--- config.mk ---
export PLATFORM = sky130hd
export DESIGN_NAME = gf256_multiplicative_inverse_unit_flat
export DESIGN_NICKNAME = d
export VERILOG_FILES = /design/src/hw/rtl/gfi_pkg.sv /design/src/hw/rtl/gfi_if.sv /design/src/hw/rtl/gfi_ctrl.sv /design/src/hw/rtl/gfi_datapath.sv /design/src/hw/rtl/gf256_multiplicative_inverse_unit.sv /design/src/flat_wrapper.sv
export SDC_FILE = /design/constraint.sdc
export NUM_CORES = 1
export LEC_CHECK = 0
export ABC_AREA = 1
export BUFFER_PORTS_ARGS = -buffer_cell sky130_fd_sc_hd__buf_4
export CORE_UTILIZATION = 61
export CTS_CLUSTER_DIAMETER = 80
export DETAILED_ROUTE_END_ITERATION = 8
export PLACE_DENSITY = 0.79
export RECOVER_POWER = 100
export SKIP_LAST_GASP = 1
export SYNTH_ARGS = -nofsm -noshare
export SYNTH_HDL_FRONTEND = slang
export SYNTH_SLANG_ARGS = --single-unit
--- constraint.sdc ---
create_clock -name i_clk -period 2.1 [get_ports i_clk]
set_input_delay 0.42 -clock i_clk [delete_from_list [all_inputs] [get_ports i_clk]]
set_output_delay 0.42 -clock i_clk [all_outputs]
set_load 0.02 [all_outputs]
--- src/hw/rtl/gfi_pkg.sv ---
// gfi_pkg: shared types, constants and the field multiply for the gf(2^8) inverse unit
`default_nettype none

package gfi_pkg;

    localparam int unsigned GF_W = 8;

    typedef logic [GF_W-1:0] t_byte;

    // reduction polynomial without the x^8 term (0x11b)
    localparam t_byte GF_POLY_LOW = 8'h1B;

    // square-and-multiply rounds taking a to a^127
    localparam logic [2:0] ROUNDS = 3'd6;

    typedef struct packed {
        logic load;
        logic square;
        logic mul;
        logic emit;
    } t_cmd;

    typedef struct packed {
        logic out_free;
    } t_status;

    function automatic t_byte gf_mul(input t_byte x, input t_byte y);
        t_byte acc;
        t_byte addend;
        logic  carry;
        acc    = '0;
        addend = x;
        for (int k = 0; k < GF_W; k++) begin
            if (y[k]) begin
                acc = acc ^ addend;
            end
            carry  = addend[GF_W-1];
            addend = {addend[GF_W-2:0], 1'b0};
            if (carry) begin
                addend = addend ^ GF_POLY_LOW;
            end
        end
        return acc;
    endfunction

endpackage

`default_nettype wire

--- src/hw/rtl/gfi_if.sv ---
// gfi_if: valid/ready channels for the input value and the result inverse
`default_nettype none

interface gfi_value_if;
    import gfi_pkg::*;
    logic  valid;
    logic  ready;
    t_byte value;
    modport source (output valid, output value, input ready);
    modport sink (input valid, input value, output ready);
endinterface

interface gfi_inverse_if;
    import gfi_pkg::*;
    logic  valid;
    logic  ready;
    t_byte inverse;
    modport source (output valid, output inverse, input ready);
    modport sink (input valid, input inverse, output ready);
endinterface

`default_nettype wire

--- src/hw/rtl/gfi_ctrl.sv ---
// gfi_ctrl: sequencer for the square-and-multiply inversion
`default_nettype none

module gfi_ctrl (
    input  wire logic            i_clk,
    input  wire logic            i_rst_n,
    input  wire logic            i_in_valid,
    output logic                 o_in_ready,
    output gfi_pkg::t_cmd        o_cmd,
    input  wire gfi_pkg::t_status i_status
);
    import gfi_pkg::*;

    localparam logic [2:0] ST_IDLE = 3'd0;
    localparam logic [2:0] ST_SQ   = 3'd1;
    localparam logic [2:0] ST_MUL  = 3'd2;
    localparam logic [2:0] ST_FIN  = 3'd3;
    localparam logic [2:0] ST_WAIT = 3'd4;

    logic [2:0] r_state;
    logic [2:0] n_state;
    logic [2:0] r_cnt;
    logic [2:0] n_cnt;

    assign o_in_ready = (r_state == ST_IDLE);

    always_comb begin
        n_state = r_state;
        n_cnt   = r_cnt;
        o_cmd   = '0;
        unique case (r_state)
            ST_IDLE: begin
                if (i_in_valid) begin
                    o_cmd.load = 1'b1;
                    n_cnt      = '0;
                    n_state    = ST_SQ;
                end
            end
            ST_SQ: begin
                o_cmd.square = 1'b1;
                n_state      = ST_MUL;
            end
            ST_MUL: begin
                o_cmd.mul = 1'b1;
                n_cnt     = r_cnt + 3'd1;
                if (r_cnt == ROUNDS - 3'd1) begin
                    n_state = ST_FIN;
                end else begin
                    n_state = ST_SQ;
                end
            end
            ST_FIN: begin
                o_cmd.square = 1'b1;
                n_state      = ST_WAIT;
            end
            ST_WAIT: begin
                if (i_status.out_free) begin
                    o_cmd.emit = 1'b1;
                    n_state    = ST_IDLE;
                end
            end
            default: begin
                n_state = ST_IDLE;
            end
        endcase
    end

    always_ff @(posedge i_clk) begin
        if (!i_rst_n) begin
            r_state <= ST_IDLE;
            r_cnt   <= '0;
        end else begin
            r_state <= n_state;
            r_cnt   <= n_cnt;
        end
    end

    a_accept_starts: assert property (@(posedge i_clk) disable iff (!i_rst_n)
        (i_in_valid && o_in_ready) |=> (r_state == ST_SQ && r_cnt == 3'd0))
        else $error("accepted item did not start the square pass");

    a_cnt_bound: assert property (@(posedge i_clk) disable iff (!i_rst_n)
        r_cnt <= ROUNDS)
        else $error("round counter out of range");

    a_mul_next: assert property (@(posedge i_clk) disable iff (!i_rst_n)
        (r_state == ST_MUL) |=> (r_state == ST_SQ || r_state == ST_FIN))
        else $error("multiply pass not followed by square");

endmodule

`default_nettype wire

--- src/hw/rtl/gfi_datapath.sv ---
// gfi_datapath: operand, accumulator and result registers around one field multiplier
`default_nettype none

module gfi_datapath (
    input  wire logic              i_clk,
    input  wire logic              i_rst_n,
    input  wire gfi_pkg::t_byte    i_value,
    input  wire gfi_pkg::t_cmd     i_cmd,
    output gfi_pkg::t_status       o_status,
    output gfi_pkg::t_byte         o_inverse,
    output logic                   o_out_valid,
    input  wire logic              i_out_ready
);
    import gfi_pkg::*;

    t_byte r_a;
    t_byte r_acc;
    t_byte r_out;
    logic  r_out_valid;
    t_byte op_b;
    t_byte product;

    assign op_b    = i_cmd.mul ? r_a : r_acc;
    assign product = gf_mul(r_acc, op_b);

    assign o_status.out_free = !r_out_valid || i_out_ready;
    assign o_inverse         = r_out;
    assign o_out_valid       = r_out_valid;

    always_ff @(posedge i_clk) begin
        if (i_cmd.load) begin
            r_a   <= i_value;
            r_acc <= i_value;
        end else if (i_cmd.square || i_cmd.mul) begin
            r_acc <= product;
        end
        if (i_cmd.emit) begin
            r_out <= r_acc;
        end
    end

    always_ff @(posedge i_clk) begin
        if (!i_rst_n) begin
            r_out_valid <= 1'b0;
        end else if (i_cmd.emit) begin
            r_out_valid <= 1'b1;
        end else if (i_out_ready) begin
            r_out_valid <= 1'b0;
        end
    end

    a_emit_free: assert property (@(posedge i_clk) disable iff (!i_rst_n)
        i_cmd.emit |-> (!r_out_valid || i_out_ready))
        else $error("result overwritten before it was taken");

endmodule

`default_nettype wire

--- src/hw/rtl/gf256_multiplicative_inverse_unit.sv ---
// gf256_multiplicative_inverse_unit: top level of the gf(2^8) inverse unit
`default_nettype none

// Returns the multiplicative inverse of a byte in GF(2^8) modulo x^8+x^4+x^3+x+1,
// with zero mapped to zero. The inverse is formed as a^254 by six square-then-multiply
// rounds (a^127) and one final square, all through a single shared field multiplier,
// one multiply per cycle. An accepted item runs through the square and multiply passes,
// the final square and the wait state that moves the result into the output register;
// no new item is accepted until then. The result register lets the next item be
// accepted while the previous result still waits to be taken; a stalled result only
// holds the unit once the next inversion has finished.
module gf256_multiplicative_inverse_unit (
    input  wire logic  i_clk,
    input  wire logic  i_rst_n,
    gfi_value_if.sink  i_value,
    gfi_inverse_if.source o_inverse
);
    import gfi_pkg::*;

    t_cmd    cmd;
    t_status status;

    gfi_ctrl u_ctrl (
        .i_clk      (i_clk),
        .i_rst_n    (i_rst_n),
        .i_in_valid (i_value.valid),
        .o_in_ready (i_value.ready),
        .o_cmd      (cmd),
        .i_status   (status)
    );

    gfi_datapath u_datapath (
        .i_clk       (i_clk),
        .i_rst_n     (i_rst_n),
        .i_value     (i_value.value),
        .i_cmd       (cmd),
        .o_status    (status),
        .o_inverse   (o_inverse.inverse),
        .o_out_valid (o_inverse.valid),
        .i_out_ready (o_inverse.ready)
    );

endmodule

`default_nettype wire
--- src/flat_wrapper.sv ---
// flat-port wrapper written by rule: the top's interface ports become plain ports
module gf256_multiplicative_inverse_unit_flat import gfi_pkg::*;
  (i_clk, i_rst_n, i_value_valid, i_value_value, i_value_ready, o_inverse_valid, o_inverse_inverse, o_inverse_ready);
  gfi_value_if i_value_i ();
  gfi_inverse_if o_inverse_i ();
  input  wire logic i_clk;
  input  wire logic i_rst_n;
  input wire logic [$bits(i_value_i.valid)-1:0] i_value_valid;
  input wire logic [$bits(i_value_i.value)-1:0] i_value_value;
  output wire logic [$bits(i_value_i.ready)-1:0] i_value_ready;
  output wire logic [$bits(o_inverse_i.valid)-1:0] o_inverse_valid;
  output wire logic [$bits(o_inverse_i.inverse)-1:0] o_inverse_inverse;
  input wire logic [$bits(o_inverse_i.ready)-1:0] o_inverse_ready;
  assign i_value_i.valid = i_value_valid;
  assign i_value_i.value = i_value_value;
  assign i_value_ready = i_value_i.ready;
  assign o_inverse_valid = o_inverse_i.valid;
  assign o_inverse_inverse = o_inverse_i.inverse;
  assign o_inverse_i.ready = o_inverse_ready;
  gf256_multiplicative_inverse_unit u_core (.i_clk(i_clk), .i_rst_n(i_rst_n), .i_value(i_value_i), .o_inverse(o_inverse_i));
endmodule
Word-level counts from Yosys, hierarchy flattened
Index checks and enable logic that the tools add are counted.
{"block": "totals", "register_bits": 31, "input_bits": 12, "out_inout_bits": 10}
{"block": "classes", "n_addsub": 1, "n_eq_ne": 7, "muxes": 32, "bitwise": 14, "n_reduce_logical": 10}
{"op": "8-bit two-way mux", "n": 11}
{"op": "8-bit XOR", "n": 7}
{"op": "5-bit two-way mux", "n": 7}
{"op": "4-bit inverter", "n": 7}
{"op": "3-bit one-hot mux with 5 select lines", "n": 1}
{"op": "3-bit two-way mux", "n": 3}
{"op": "1-bit two-way mux", "n": 8}
{"op": "3-bit by 2-bit == test with 1-bit output, second input constant", "n": 2}
{"op": "3-bit == test, second input constant", "n": 2}
{"op": "3-bit one-hot mux with 2 select lines", "n": 1}
{"op": "2-bit nonzero test", "n": 3}
{"op": "2-bit AND reduction", "n": 2}
{"op": "3-bit by 1-bit adder with 3-bit output, second input constant", "n": 1}
{"op": "3-bit by 1-bit == test with 1-bit output, second input constant", "n": 1}
{"op": "3-bit zero test", "n": 1}
{"op": "1-bit logical OR", "n": 2}
{"op": "2-bit two-way mux", "n": 1}
{"op": "2-bit by 1-bit inequality test with 1-bit output, second input constant", "n": 1}
{"op": "2-bit inequality test, second input constant", "n": 1}
{"op": "2-bit OR reduction", "n": 1}
{"op": "1-bit zero test", "n": 1}

Depth between registers and ports, before layout
{"block": "logic_depth", "depth_word": 20, "depth_mapped": 17, "ltp_nobuf": 16}

Cells and area by module
From an unflattened synthesis, not the netlist that was laid out.
{"block": "unflattened", "hier_cells": 447, "hier_area_um2": 2862.7}
{"mod": "gfi_datapath", "instances": 1, "cells_each": 405, "area_per_inst_um2": 2552.4}
{"mod": "gfi_ctrl", "instances": 1, "cells_each": 42, "area_per_inst_um2": 310.3}

Worst setup path after synthesis
OpenSTA, ideal clock, no wires.
{"block": "synth_path", "path_kind": "flip-flop to flip-flop", "start": "register u_core.u_datapath.r_acc[6]", "end": "register u_core.u_datapath.r_acc[0], data pin", "setup_time_ns": 0.255, "arrival_time_ns": 1.616, "required_ns": 1.845, "slack_ns": 0.229, "stages_incl_launch_ff": 17, "n_path_buf": 2, "synth_period_minus_slack_ns": 1.871, "cell_sequence": "edfxtp_1 > buf_4 > inv_2 > buf_6 > nand2_1 > nand2_1 > nand2_1 > nand2_2 > nand2_1 > xor2_1 > inv_1 > nand2_1 > nand2_1 > inv_1 > nand2_1 > nand3_1 > nand2_1"}
{"block": "synth_between", "elab_chain_len": 15, "elab_cells_between_ends": 20, "cone_classes": "mux: 13; bitwise: 7"}
{"element": "start: declaration", "line": "gfi_datapath.sv:17", "text": "t_byte r_acc;"}
{"element": "start signal: assignment", "line": "gfi_datapath.sv:33", "text": "r_acc <= i_value;"}
{"element": "start signal: assignment", "line": "gfi_datapath.sv:35", "text": "r_acc <= product;"}
{"element": "5-bit two-way mux", "line": "gfi_pkg.sv:39", "text": "if (carry) begin"}
{"element": "8-bit XOR", "line": "gfi_pkg.sv:35", "text": "acc = acc ^ addend;"}
{"element": "8-bit two-way mux", "line": "gfi_pkg.sv:34", "text": "if (y[k]) begin"}
{"element": "8-bit XOR", "line": "gfi_pkg.sv:35"}
{"element": "8-bit two-way mux", "line": "gfi_pkg.sv:34"}
{"element": "8-bit XOR", "line": "gfi_pkg.sv:35"}
{"element": "8-bit two-way mux", "line": "gfi_pkg.sv:34"}
{"element": "8-bit XOR", "line": "gfi_pkg.sv:35"}
{"element": "8-bit two-way mux", "line": "gfi_pkg.sv:34"}
{"element": "8-bit XOR", "line": "gfi_pkg.sv:35"}
{"element": "8-bit two-way mux", "line": "gfi_pkg.sv:34"}
{"element": "8-bit XOR", "line": "gfi_pkg.sv:35"}
{"element": "8-bit two-way mux *", "line": "gfi_pkg.sv:34"}
{"element": "8-bit two-way mux *", "line": "gfi_datapath.sv:34", "text": "end else if (i_cmd.square || i_cmd.mul) begin"}
{"element": "8-bit two-way mux *", "line": "gfi_datapath.sv:31", "text": "if (i_cmd.load) begin"}
Every way passes the cells marked *; elsewhere a longest branch is shown, timed or not. The select of a mux whose other input is x is not followed.
A chain may end at the register's enable or synchronous reset.

Final worst setup path
{"block": "layout_path", "start": "register u_core.u_datapath.r_acc[7]", "end": "register u_core.u_datapath.r_acc[4], data pin"}
{"block": "layout_between", "elab_chain_len": 17, "elab_cells_between_ends": 30, "cone_classes": "mux: 17; bitwise: 13"}
{"element": "5-bit two-way mux", "line": "gfi_pkg.sv:39"}
{"element": "8-bit XOR / 4-bit inverter (equally long branches)"}
{"element": "8-bit two-way mux / 5-bit two-way mux (equally long branches)", "line": "gfi_pkg.sv:34, gfi_pkg.sv:39"}
{"element": "8-bit XOR", "line": "gfi_pkg.sv:35"}
{"element": "8-bit two-way mux", "line": "gfi_pkg.sv:34"}
{"element": "8-bit XOR", "line": "gfi_pkg.sv:35"}
{"element": "8-bit two-way mux", "line": "gfi_pkg.sv:34"}
{"element": "8-bit XOR", "line": "gfi_pkg.sv:35"}
{"element": "8-bit two-way mux", "line": "gfi_pkg.sv:34"}
{"element": "8-bit XOR", "line": "gfi_pkg.sv:35"}
{"element": "8-bit two-way mux", "line": "gfi_pkg.sv:34"}
{"element": "8-bit XOR", "line": "gfi_pkg.sv:35"}
{"element": "8-bit two-way mux", "line": "gfi_pkg.sv:34"}
{"element": "8-bit XOR", "line": "gfi_pkg.sv:35"}
{"element": "8-bit two-way mux *", "line": "gfi_pkg.sv:34"}
{"element": "8-bit two-way mux *", "line": "gfi_datapath.sv:34"}
{"element": "8-bit two-way mux *", "line": "gfi_datapath.sv:31"}
Marks and branches as above.

==> results.sh <==
export IMPL_status="finished, violations left"
export IMPL_violations="design-rule violations, negative setup slack"
export IMPL_num_vias=3940
export IMPL_synthTopCellsByArea="nand2_1 32%, edfxtp_1 24%, nand3_1 12%"
export IMPL_tightest_slew_ps=1150
export IMPL_cp_required_ps=2140
export IMPL_initial_core_util_pct=63.9
export IMPL_drtIter0Drc=616
export IMPL_yosysMostFrequentCell="nand2_1"
export IMPL_gp_congestion=1.01
export IMPL_synth_edf_count=24
export IMPL_io_pins=22
export IMPL_syn_nets=542
export IMPL_cts_max_level=2
export IMPL_clkLatencyLatePin_ps=280
export IMPL_dp_cells=637
export IMPL_cp_start_kind="flip-flop"
export IMPL_path_class="reg -> reg"
export IMPL_maxCapViolCount=0
export IMPL_synth_seq_area_share_pct=28.3
export IMPL_wl_um=11100
export IMPL_period_share_pct=105
export IMPL_grt_usage_pct=35.3
export IMPL_viasPerCell=5.92
export IMPL_antenna_found_initial=0
export IMPL_dr_wl_met2_um=5000
export IMPL_final_setup_skew_ps=7.11
export IMPL_fill_cells=319
export IMPL_tns_ps=-326
export IMPL_setup_slack_ps=-111
export IMPL_die_y_um=72.6
export IMPL_die_width_um=72.6
export IMPL_final_hold_violation_count=0
export IMPL_grt_max_degree=19
export IMPL_crit_slowest_cell="edfxtp_1"
export IMPL_drive_gt1_share_pct=26.9
export IMPL_hp_class="in -> reg"
export IMPL_syn_inst=528
export IMPL_crit_path_end_kind="flip-flop"
export IMPL_routed_wl_met3_um=1350
export IMPL_cp_data_arrival_time_ps=2250
export IMPL_fin_crit_ps=2210
export IMPL_clkSinkCount=31
export IMPL_dr_max_layer_used="met4"
export IMPL_setup_viol=4
export IMPL_clk_pin_slew_worst_paths_ps=60
export IMPL_drt_pass1_iterations=9
export IMPL_fmax_mhz=452
export IMPL_yosysWarningCount=0
export IMPL_num_antenna_cells=0
export IMPL_routedWlPerCell_um=16.7
export IMPL_synth_area_um2=3040
export IMPL_dp_slack_ps=-11.2
export IMPL_synth_ff_latch_count=31
export IMPL_yosys_most_used_dff="edfxtp_1"
export IMPL_cts_made_buffers=5
export IMPL_dp_hpwl_um=6960
export IMPL_portBuffers=21
export IMPL_multi_input_area_um2=2130
export IMPL_synthDistinctLibCells=30
export IMPL_finalMaxSlewViolations=0
export IMPL_drc=2
export IMPL_path_cells="inv_4 -> nand2_1 -> nand2_1 -> nand2_1 -> nand2_1 -> nand2_1 -> nand2_4 -> nand3_1 -> nand2_1 -> nand3_1 -> nand2_1 -> nand2_1 -> nand3_1 -> nand2_1"
export IMPL_yosysTopAreaCellShare_pct=31.6
export IMPL_avgSynthCellArea_um2=5.76
export IMPL_synthArstFlopShare_pct=0
export IMPL_max_slew_margin_rel_pct=22.5
export IMPL_root_buffer="clkbuf_8"
export IMPL_crit_top_cell="nand2_1"
export IMPL_ant_nets=0
export IMPL_final_cells=665
export IMPL_cp_max_fo=10
export IMPL_dieArea_um2=5270
export IMPL_grt_pass1_vias=2966
export IMPL_finalNetCount=611
export IMPL_grt_remaining_overflow=0
export IMPL_grt_pass1_wl_um=14000
export IMPL_seq_area_um2=868
export IMPL_rows=25
export IMPL_yosysTopAreaCell="nand2_1"
export IMPL_fin_area_um2=4040
export IMPL_cts_hold_buf=0
export IMPL_wl_met1_um=4050
export IMPL_rsz0062_at_grt="true"
export IMPL_cts_buffer_depth=2
export IMPL_cts_tree="done"
export IMPL_syn2layout_area_growth_pct=32.8
export IMPL_fp_coreArea_um2=4750
export IMPL_placed_cell_area_um2=3470
export IMPL_synth_commonest_cells="256 x nand2_1, 72 x nand3_1, 56 x inv_1"
export IMPL_slowest_delay_ps=500
[final timing paths]
kind         slack (ps)  depth (start not counted)                                  from                              endpoint
max                -110                         14  u_core.u_datapath.r_acc[7]$_DFFE_PP_  u_core.u_datapath.r_acc[4]$_DFFE_PP_
max reg2reg        -110                         14  u_core.u_datapath.r_acc[7]$_DFFE_PP_  u_core.u_datapath.r_acc[4]$_DFFE_PP_
min reg2reg         500                          2   u_core.u_ctrl.r_cnt[1]$_SDFFE_PN0P_   u_core.u_ctrl.r_cnt[1]$_SDFFE_PN0P_
min                 320                          3                               i_rst_n   u_core.u_ctrl.r_cnt[0]$_SDFFE_PN0P_
[cell usage in the layout (no fill, tap or decap), drive strengths merged]
master / count
a211oi: 1
a21oi: 5
buf: 58
clkbuf: 18
clkinv: 3
clkinvlp: 1
dfxtp: 7
edfxtp: 24
ha: 2
inv: 64
nand2: 268
nand3: 74
nand3b: 4
nand4: 1
nor2: 43
nor4: 1
o211ai: 1
o21ai: 15
or2: 1
xnor2: 4
xor2: 3
[flip-flops by register name (all words and copies together) (netlist names)]
name / cells
u_core.u_ctrl.r_cnt: 3
u_core.u_datapath.o_out_valid: 1
u_core.u_datapath.r_acc: 8
u_core.u_ctrl.r_state: 3
u_core.u_datapath.o_inverse: 8
u_core.u_datapath.r_a: 8
[stage by stage]
stage | hold WS, ps | util (%)
floorplan | 421 | -
global placement | 474 | 73.0
detailed placement | 487 | 73.0
CTS | 315 | 75.0
global route | 332 | 84.9
finish | 324 | 84.9
[timing repair]
action                     4_1_cts  5_1_grt
pin swaps                        0       18
gates cloned                     0        6
resized for setup                5       83
setup buffers                    0       14
setup endpoints to repair        4        8
[logic make-up (layout without fill, tap and decap cells)]
logic type      count (synthesis)  after routing  synth area share (%)
compound gates                 22             22                  4.16
simple gates                  390            392                  53.5
xor+xnor                        7              7                  2.51
flops                          31             31                  28.3
buf+inv                        76            144                  10.7
fa+ha+maj                       2              2                 0.823
[routing by layer]
| layer | track usage, % | up-vias |
|---|---|---|
| met3 | 5.39 | 90 |
| li1 | - | 1804 |
| met1 | 47.1 | 1731 |
| met2 | 58.9 | 315 |
| met5 | 0 | - |
| met4 | 11.1 | 0 |
[final cells by class]
type | instances | area share (%)
multi-input combinational | 423 | 52.7
sequential | 31 | 21.5
timing repair buffer | 70 | 15.2
inverter | 65 | 6.35
tap | 67 | 2.08
clock buffer | 6 | 1.80
clock inverter | 2 | 0.186
timing repair inverter | 1 | 0.186
[critical path: cells and delay by family, from the launching register on]
kind,cells,cell delay [ps]
AND/OR/NAND/NOR,13,1320
buffers and inverters,1,160
flip-flops,1,500
Power is not shown: default switching activity piles up to over one toggle a cycle in this logic, so the estimate is an artifact.
